## src/hw/rtl/tks_pkg.sv

```systemverilog
// ----------------------------------------------------------------------------
// tks_pkg: tempo knob smoother shared definitions
// Item types, fixed tempo range constants, exponential map constants and the
// sequencer state type.
// ----------------------------------------------------------------------------
package tks_pkg;

  localparam int TEMPO_MIN     = 30;
  localparam int TEMPO_MAX     = 300;
  localparam int TEMPO_DEFAULT = 120;
  localparam int KNOB_BITS     = 12;

  localparam int CODE_W    = 12;
  localparam int TEMPO_W   = 17;
  localparam int PERIOD_W  = 21;
  localparam int FRAC_BITS = 24;
  localparam int ROOT_W    = 31;
  localparam int LOG_W     = 29;
  localparam int EI_W      = 4;
  localparam int EI_MAX    = 12;
  localparam int CNT_W     = $clog2(FRAC_BITS);
  localparam int SCALE_W   = TEMPO_W + ROOT_W;

  typedef struct packed {
    logic [CODE_W-1:0] knob_code;
  } knob_item_t;

  typedef struct packed {
    logic [TEMPO_W-1:0]  tempo_q8;
    logic [PERIOD_W-1:0] period_us;
  } tempo_item_t;

  typedef enum logic [3:0] {
    ST_IDLE,
    ST_ROOT,
    ST_SCALE,
    ST_SHIFT,
    ST_ACCUM,
    ST_MEAN,
    ST_DIVSET,
    ST_DIV,
    ST_DONE
  } tks_state_t;

  typedef logic [FRAC_BITS-1:0][ROOT_W-1:0] root_tab_t;

  function automatic int log2_int();
    int n;
    n = 0;
    for (int k = 0; k < 16; k++) begin
      if (n == k && ((64'(TEMPO_MIN) << (k + 1)) <= 64'(TEMPO_MAX))) begin
        n = k + 1;
      end
    end
    return n;
  endfunction

  localparam int LOG_INT = log2_int();
  localparam logic [63:0] MANT0 = (64'(TEMPO_MAX) << 30) / (64'(TEMPO_MIN) << LOG_INT);

  function automatic logic [FRAC_BITS-1:0] log2_frac(input logic [63:0] m0);
    logic [63:0]          m;
    logic [FRAC_BITS-1:0] fr;
    m  = m0;
    fr = '0;
    for (int i = 0; i < FRAC_BITS; i++) begin
      m  = (m * m) >> 30;
      fr = {fr[FRAC_BITS-2:0], 1'b0};
      if (m >= (64'd1 << 31)) begin
        fr[0] = 1'b1;
        m     = m >> 1;
      end
    end
    return fr;
  endfunction

  function automatic logic [63:0] isqrt(input logic [63:0] x0);
    logic [63:0] x;
    logic [63:0] res;
    logic [63:0] bt;
    x   = x0;
    res = '0;
    bt  = 64'd1 << 62;
    for (int k = 0; k < 32; k++) begin
      if (x >= res + bt) begin
        x   = x - (res + bt);
        res = (res >> 1) + bt;
      end else begin
        res = res >> 1;
      end
      bt = bt >> 2;
    end
    return res;
  endfunction

  function automatic root_tab_t root_table();
    logic [63:0] c;
    root_tab_t   tab;
    c = 64'd1 << 31;
    for (int i = 0; i < FRAC_BITS; i++) begin
      c      = isqrt(c << 30);
      tab[i] = ROOT_W'(c);
    end
    return tab;
  endfunction

  localparam logic [LOG_W-1:0] LOG_RATIO =
    LOG_W'((64'(LOG_INT) << FRAC_BITS) | 64'(log2_frac(MANT0)));
  localparam root_tab_t ROOT_Q30 = root_table();

  localparam logic [TEMPO_W-1:0] BASE_Q8    = TEMPO_W'(TEMPO_MIN * 256);
  localparam logic [TEMPO_W-1:0] LIMIT_Q8   = TEMPO_W'(TEMPO_MAX * 256);
  localparam logic [TEMPO_W-1:0] DEFAULT_Q8 = TEMPO_W'(TEMPO_DEFAULT * 256);
  localparam logic               MAP_FLAT   = (TEMPO_MAX <= TEMPO_MIN);
  localparam int                 CODE_TOP   = (1 << KNOB_BITS) - 1;

  localparam logic [63:0]         PERIOD_NUM = 64'd15360000000;
  localparam logic [TEMPO_W-1:0]  NUM_HI     = TEMPO_W'(PERIOD_NUM >> PERIOD_W);
  localparam logic [PERIOD_W-1:0] NUM_LO     = PERIOD_W'(PERIOD_NUM);

endpackage

```

## src/hw/rtl/tks_stream_if.sv

```systemverilog
// ----------------------------------------------------------------------------
// tks_stream_if: valid/ready stream channel
// Carries one payload of type T per transaction.
// ----------------------------------------------------------------------------
interface tks_stream_if #(
  parameter type T = logic
);
  logic valid;
  logic ready;
  T     data;

  modport source(output valid, output data, input ready);
  modport sink(input valid, input data, output ready);
endinterface

```

## src/hw/rtl/tempo_knob_smoother.sv

```systemverilog
// ----------------------------------------------------------------------------
// tempo_knob_smoother: exponential knob to tempo map with boxcar smoothing
// Takes one knob code per transaction on knob and returns the smoothed tempo
// (Q8 beats per minute) and the note period in microseconds on tempo.
//
// Usage:
//   knob  (sink)  : knob_code, one ADC sample per transaction
//   tempo (source): tempo_q8 and period_us, one transaction per sample
// Sequence: each sample runs the 24-step root product of the exponential map
//   (one multiply per cycle), the scale, shift, accumulate and mean steps
//   and the 21-step bit-serial period divider, which is skipped when the
//   period saturates. A sample is finished before the next one is taken,
//   which happens once the result has moved to the output register.
// Reset: the window is filled with the default tempo and the sum matches it;
//   the sequencer returns to idle and the output register is emptied.
// Stall: a finished result waits in the output register; the next sample is
//   still taken and processed, and it waits in its last step until the
//   output register is free.
// ----------------------------------------------------------------------------
module tempo_knob_smoother
  import tks_pkg::*;
#(
  parameter int WINDOW = 8
) (
  input  logic            clk,
  input  logic            rst,
  tks_stream_if.sink      knob,
  tks_stream_if.source    tempo
);

  localparam int WIN_LOG    = $clog2(WINDOW);
  localparam int SUM_W      = TEMPO_W + WIN_LOG;
  localparam int MEAN_SHIFT = SUM_W + WIN_LOG;
  localparam int RECIP_W    = SUM_W + 1;
  localparam int MPROD_W    = SUM_W + RECIP_W;
  localparam int EPROD_W    = LOG_W + CODE_W;
  localparam int SHIFT_W    = SCALE_W + EI_MAX;
  localparam logic [RECIP_W-1:0] RECIP =
    RECIP_W'(((64'd1 << MEAN_SHIFT) + 64'(WINDOW) - 64'd1) / 64'(WINDOW));
  localparam logic [SUM_W-1:0] SUM_RESET = SUM_W'(WINDOW * TEMPO_DEFAULT * 256);

  tks_state_t state, state_next;

  logic [CNT_W-1:0]    cnt;
  logic                out_valid;
  tempo_item_t         out_item;

  logic [FRAC_BITS-1:0] frac_sr;
  logic [EI_W-1:0]      ei;
  logic [ROOT_W-1:0]    p;
  logic [SCALE_W-1:0]   scaled;
  logic [TEMPO_W-1:0]   fresh;
  logic [TEMPO_W-1:0]   win [WINDOW];
  logic [SUM_W-1:0]     sum;
  logic [MPROD_W-1:0]   mean_prod;
  logic [TEMPO_W-1:0]   tempo_res;
  logic [TEMPO_W-1:0]   rem;
  logic [PERIOD_W-1:0]  q_sr;

  logic                 accept;
  logic                 load_out;
  logic [CODE_W-1:0]    code_sat;
  logic [EPROD_W-1:0]   expo_prod;
  logic [LOG_W-1:0]     expo;
  logic [LOG_W-FRAC_BITS-1:0] ei_raw;
  logic [2*ROOT_W-1:0]  root_prod;
  logic [SHIFT_W-1:0]   shifted;
  logic [SHIFT_W-1:0]   mapped;
  logic [TEMPO_W-1:0]   tempo_val;
  logic [TEMPO_W:0]     trial;

  // knob code to log-domain exponent
  assign code_sat  = (32'(knob.data.knob_code) > CODE_TOP) ? CODE_W'(CODE_TOP)
                                                           : knob.data.knob_code;
  assign expo_prod = EPROD_W'(LOG_RATIO) * EPROD_W'(code_sat);
  assign expo      = LOG_W'(expo_prod >> KNOB_BITS);
  assign ei_raw    = expo[LOG_W-1:FRAC_BITS];

  assign root_prod = (2*ROOT_W)'(p) * (2*ROOT_W)'(ROOT_Q30[cnt]);
  assign shifted   = (SHIFT_W'(scaled) << ei) >> 30;
  assign mapped    = (shifted > SHIFT_W'(LIMIT_Q8)) ? SHIFT_W'(LIMIT_Q8) : shifted;
  assign tempo_val = TEMPO_W'(mean_prod >> MEAN_SHIFT);
  assign trial     = {rem, q_sr[PERIOD_W-1]};

  assign accept    = knob.valid && knob.ready;
  assign tempo.valid = out_valid;
  assign tempo.data  = out_item;

  always_ff @(posedge clk) begin
    if (rst) begin
      state <= ST_IDLE;
    end else begin
      state <= state_next;
    end
  end

  always_comb begin
    state_next = state;
    knob.ready = 1'b0;
    load_out   = 1'b0;
    case (state)
      ST_IDLE: begin
        knob.ready = 1'b1;
        if (knob.valid) begin
          state_next = ST_ROOT;
        end
      end
      ST_ROOT: begin
        if (cnt == CNT_W'(FRAC_BITS - 1)) begin
          state_next = ST_SCALE;
        end
      end
      ST_SCALE:  state_next = ST_SHIFT;
      ST_SHIFT:  state_next = ST_ACCUM;
      ST_ACCUM:  state_next = ST_MEAN;
      ST_MEAN:   state_next = ST_DIVSET;
      ST_DIVSET: begin
        if (tempo_val <= NUM_HI) begin
          state_next = ST_DONE;
        end else begin
          state_next = ST_DIV;
        end
      end
      ST_DIV: begin
        if (cnt == CNT_W'(PERIOD_W - 1)) begin
          state_next = ST_DONE;
        end
      end
      ST_DONE: begin
        if (!out_valid || tempo.ready) begin
          load_out   = 1'b1;
          state_next = ST_IDLE;
        end
      end
      default: state_next = ST_IDLE;
    endcase
  end

  // control and smoothing state
  always_ff @(posedge clk) begin
    if (rst) begin
      cnt       <= '0;
      out_valid <= 1'b0;
      sum       <= SUM_RESET;
      for (int i = 0; i < WINDOW; i++) begin
        win[i] <= DEFAULT_Q8;
      end
    end else begin
      case (state)
        ST_IDLE:   cnt <= '0;
        ST_ROOT:   cnt <= cnt + 1'b1;
        ST_DIVSET: cnt <= '0;
        ST_DIV:    cnt <= cnt + 1'b1;
        ST_ACCUM: begin
          win[0] <= fresh;
          for (int i = 1; i < WINDOW; i++) begin
            win[i] <= win[i-1];
          end
          sum <= sum - SUM_W'(win[WINDOW-1]) + SUM_W'(fresh);
        end
        default: ;
      endcase
      if (load_out) begin
        out_valid <= 1'b1;
      end else if (tempo.ready) begin
        out_valid <= 1'b0;
      end
    end
  end

  // datapath
  always_ff @(posedge clk) begin
    if (accept) begin
      frac_sr <= expo[FRAC_BITS-1:0];
      ei      <= (ei_raw > (LOG_W-FRAC_BITS)'(EI_MAX)) ? EI_W'(EI_MAX) : EI_W'(ei_raw);
      p       <= ROOT_W'(64'd1 << 30);
    end
    case (state)
      ST_ROOT: begin
        frac_sr <= {frac_sr[FRAC_BITS-2:0], 1'b0};
        if (frac_sr[FRAC_BITS-1]) begin
          p <= ROOT_W'(root_prod >> 30);
        end
      end
      ST_SCALE: scaled <= SCALE_W'(BASE_Q8) * SCALE_W'(p);
      ST_SHIFT: fresh  <= MAP_FLAT ? BASE_Q8 : TEMPO_W'(mapped);
      ST_MEAN:  mean_prod <= MPROD_W'(sum) * MPROD_W'(RECIP);
      ST_DIVSET: begin
        tempo_res <= tempo_val;
        rem       <= NUM_HI;
        if (tempo_val <= NUM_HI) begin
          q_sr <= '1;
        end else begin
          q_sr <= NUM_LO;
        end
      end
      ST_DIV: begin
        if (trial >= {1'b0, tempo_res}) begin
          rem  <= TEMPO_W'(trial - {1'b0, tempo_res});
          q_sr <= {q_sr[PERIOD_W-2:0], 1'b1};
        end else begin
          rem  <= TEMPO_W'(trial);
          q_sr <= {q_sr[PERIOD_W-2:0], 1'b0};
        end
      end
      default: ;
    endcase
    if (load_out) begin
      out_item.tempo_q8  <= tempo_res;
      out_item.period_us <= q_sr;
    end
  end

endmodule

```

## src/flat_wrapper.sv

```systemverilog
// flat-port wrapper written by rule: the top's interface ports become plain ports
module tempo_knob_smoother_flat import tks_pkg::*;
#(
  parameter int WINDOW = 8
)
  (clk, rst, knob_valid, knob_data, knob_ready, tempo_valid, tempo_data, tempo_ready);
  tks_stream_if #(.T(knob_item_t)) knob_i ();
  tks_stream_if #(.T(tempo_item_t)) tempo_i ();
  input  logic clk;
  input  logic rst;
  input wire logic [$bits(knob_i.valid)-1:0] knob_valid;
  input wire logic [$bits(knob_i.data)-1:0] knob_data;
  output wire logic [$bits(knob_i.ready)-1:0] knob_ready;
  output wire logic [$bits(tempo_i.valid)-1:0] tempo_valid;
  output wire logic [$bits(tempo_i.data)-1:0] tempo_data;
  input wire logic [$bits(tempo_i.ready)-1:0] tempo_ready;
  assign knob_i.valid = knob_valid;
  assign knob_i.data = knob_data;
  assign knob_ready = knob_i.ready;
  assign tempo_valid = tempo_i.valid;
  assign tempo_data = tempo_i.data;
  assign tempo_i.ready = tempo_ready;
  tempo_knob_smoother #(.WINDOW(WINDOW)) u_core (.clk(clk), .rst(rst), .knob(knob_i), .tempo(tempo_i));
endmodule
```

## config.mk

```make
export PLATFORM = sky130hd
export DESIGN_NAME = tempo_knob_smoother_flat
export DESIGN_NICKNAME = d
export VERILOG_FILES = /design/src/hw/rtl/tks_pkg.sv /design/src/hw/rtl/tks_stream_if.sv /design/src/hw/rtl/tempo_knob_smoother.sv /design/src/flat_wrapper.sv
export SDC_FILE = /design/constraint.sdc
export NUM_CORES = 2
export LEC_CHECK = 0
export BUFFER_PORTS_ARGS = -buffer_cell sky130_fd_sc_hd__buf_4
export CAP_MARGIN = 20
export CORE_MARGIN = 3
export CORE_UTILIZATION = 51
export DETAILED_ROUTE_END_ITERATION = 6
export PLACE_DENSITY = 0.64
export SYNTH_ARGS = -nofsm -noshare
export SYNTH_HDL_FRONTEND = slang
export SYNTH_SLANG_ARGS = --single-unit
export TNS_END_PERCENT = 10
```

## constraint.sdc

```tcl
create_clock -name clk -period 9 [get_ports clk]
set_input_delay 1.8 -clock clk [delete_from_list [all_inputs] [get_ports clk]]
set_output_delay 1.8 -clock clk [all_outputs]
set_load 0.05 [all_outputs]
```

==> metrics.txt <==
Std-Cell Rows ~120; count of cell types in the netlist 79; Fillers 9118; DRT iter0 DRCs approximately 2200; RSZ-0062 raised after global routing false; commonest non-fill, non-tap cell in the layout inv_1; vias in the first global route between 30000 and 40000; #FFs+latches synth 396; fin nets 6676; status complete, no violations; CTS Buffer Depth 3; Layout area overhead 7.114%; vias between 30000 and 40000; Synth area leaders fa_1 36%, edfxtp_1 17%, ha_1 11%; Die Span Y ~330 µm; Hold Vio Cnt, Final 0; gr usage total 0.2443; Synth area leader fa_1; Die Width 328.4 µm; setup TNS 0 ns; vias per cell between 5 and 6; Initial Util 0.5172; TritonCTS clock tree yes; Max transition margin 0.2690; Mapped Area 53000 µm²; synthesized area per cell just over 10 µm²; Most Frequent Cell on Critical Path fa_1; layout cells sized above 1 0.05871; Critical path buffers and inverters 5; Root Driver clkbuf_16; ys async rst share 0; syn nets about 6700; Slew Limit Fails 0; global-route wire length before repair approximately 210000 µm; Ports 56; Worst-Skew Late Latency between 0.6 and 0.7 ns; fmax 116.9 MHz; Die Area between 100000 and 150000 µm²; Top delay family on crit path adder cells; slowest stage delay, CP between 0.5 and 0.6 ns; final WL ~130000 µm; largest net degree at the start of global routing 95; Critical-path top delay cell fa_1; PortBufs 55; Worst EP required 9.47 ns; cells after synthesis ~5300; crit path capture type flip-flop; clk slew on worst S/H paths approximately 0.06 ns; core area about 100000 µm²; ANT cells 0; final global-route overflow total 0; TritonCTS Buffers 47; Worst Hold Class flip-flop to flip-flop; Synthesis Warnings 0; initial antenna violation count 1; min cycle time layout about 8.6 ns; Pre-Repair DR Iteration Count 7; commonest cells after routing, fill and taps aside 1019 x inv_1, 962 x fa_1, 616 x nand2_1; Post-route DRC 0; worst clock skew 0.02984 ns; final worst setup slack roughly 0.45 ns; CTS H-Tree Depth 2; Worst Path Max Fanout 19; WP data arrival 9.02 ns; Routed Antenna Nets 0; Wirelength per Cell around 19 µm; Tcrit/Tclk final 0.9505; placer congestion estimate 0.9349; crit path launch type flip-flop; # setup viols final 0; register area share after synthesis 0.2072; number of flops mapped to enable cells by yosys roughly 300; Max-Cap Viols 0; area fraction of the dominant cell type after synthesis 0.3634; critical path class flip-flop to flip-flop; Place WS just under 0.2 ns; Slew @ Worst Pin around 1.1 ns; clk sinks 396; most used flip-flop cell after synthesis edfxtp_1; DP HPWL 101100 µm
## path summary, 6_finish.rpt
check,from,end,slack (ns),depth (start not counted)
max,u_core.p[13]$_DFF_P_,u_core.p[28]$_DFF_P_,0.45,26
min,u_core.q_sr[17]$_SDFFCE_PN1P_,u_core.tempo.data[17]$_DFFE_PP_,0.45,0
max reg2reg,u_core.p[13]$_DFF_P_,u_core.p[28]$_DFF_P_,0.45,26
min reg2reg,u_core.q_sr[17]$_SDFFCE_PN1P_,u_core.tempo.data[17]$_DFFE_PP_,0.45,0
## worst register-to-register path, delay by kind of cell (launching register included)
kind	cells	cell delay (ns)
AO/OA/AOI/OAI	6	1.24
adder cells (fa/ha/maj)	9	4.32
buffers and inverters	5	0.89
flip-flops	1	0.55
multiplexers	1	0.20
AND/OR/NAND/NOR	5	1.21
## registers in the layout, indices dropped and copies added, names as in the netlist, named ones only
register / cells
u_core.scaled: 17
u_core.ei: 2
u_core.p: 31
u_core.tempo.valid: 1
u_core.rem: 17
u_core.state: 4
u_core.q_sr: 21
u_core.win: 136
u_core.fresh: 17
u_core.mean_prod: 17
u_core.tempo.data: 38
u_core.cnt: 5
u_core.sum: 20
u_core.tempo_res: 17
u_core.frac_sr: 24
## per-stage QoR
step	cell area (µm²)	utilization	hold WS, ns	cells
after floorplan	53000	-	0.4082	5258
final	56770	0.5540	0.4499	6631
after CTS	56720	0.5535	0.4466	6629
after global routing	56770	0.5540	0.4624	6631
after detailed placement	55130	0.5380	0.4273	6542
after global placement	55100	0.5377	0.4253	6541
## routing by layer
layer | up-vias | wire, µm | share of wire | track usage
li1 | 16250 | - | - | -
met5 | - | 0 | 0 | 0
met1 | 18150 | 55590 | 0.44 | 0.3404
met4 | 0 | 2873 | 0.023 | 0.05683
met2 | 832 | 60530 | 0.48 | 0.4085
met3 | 154 | 6461 | 0.052 | 0.03254
## area by class of cell
type | instances | area (µm²) | area share
multi-input cells | 3587 | 37280 | 0.6568
clock buffers | 61 | 1354 | 0.02385
flip-flops and latches | 396 | 11000 | 0.1937
inverters | 1023 | 3840 | 0.06765
well taps | 1368 | 1712 | 0.03015
clock inverters | 26 | 236.5 | 0.004166
repair buffers | 170 | 1344 | 0.02367
## logic make-up (layout without fill, tap and decap cells)
| kind of cell | Yosys count | count (layout) | synth area share |
|---|---|---|---|
| compound gates | 487 | 487 | 0.05850 |
| xor+xnor | 98 | 98 | 0.01620 |
| fa+ha+maj | 1435 | 1435 | 0.4751 |
| buf+inv | 1275 | 1280 | 0.09045 |
| flops | 396 | 396 | 0.2072 |
| mux | 39 | 39 | 0.007602 |
| simple gates | 1528 | 1528 | 0.1450 |
## Yosys cell counts (5+ instances only)
library cell	instances
inv_1	1020
fa_1	962
nand2_1	618
and2_1	480
ha_1	473
edfxtp_1	305
clkbuf_1	242
a21oi_1	133
o21ai_0	119
nor2_1	103
dfxtp_1	91
a21o_1	77
and3_1	77
xnor2_1	67
nor2b_1	55
nor3_1	55
nand3_1	33
xor2_1	31
mux2i_1	29
or3_1	28
nand2b_1	23
o21a_1	21
nand4_1	16
or2_2	15
a211oi_1	14
a31oi_1	12
o21ai_1	11
o21bai_1	11
mux2_2	10
o211ai_1	9
a211o_1	6
a21boi_0	6
buf_2	6
nor4_1	6
o22ai_1	6
a22oi_1	5
and4_1	5
o31ai_1	5
## what timing repair did
action | in CTS | in global routing
endpoints found under the setup margin | 0 | 8
hold buffers | 0 | 0
gates resized for setup | 0 | 15
buffers inserted | 0 | 0
Power is not shown: default switching activity piles up to over one toggle a cycle in this logic, so the estimate is an artifact.
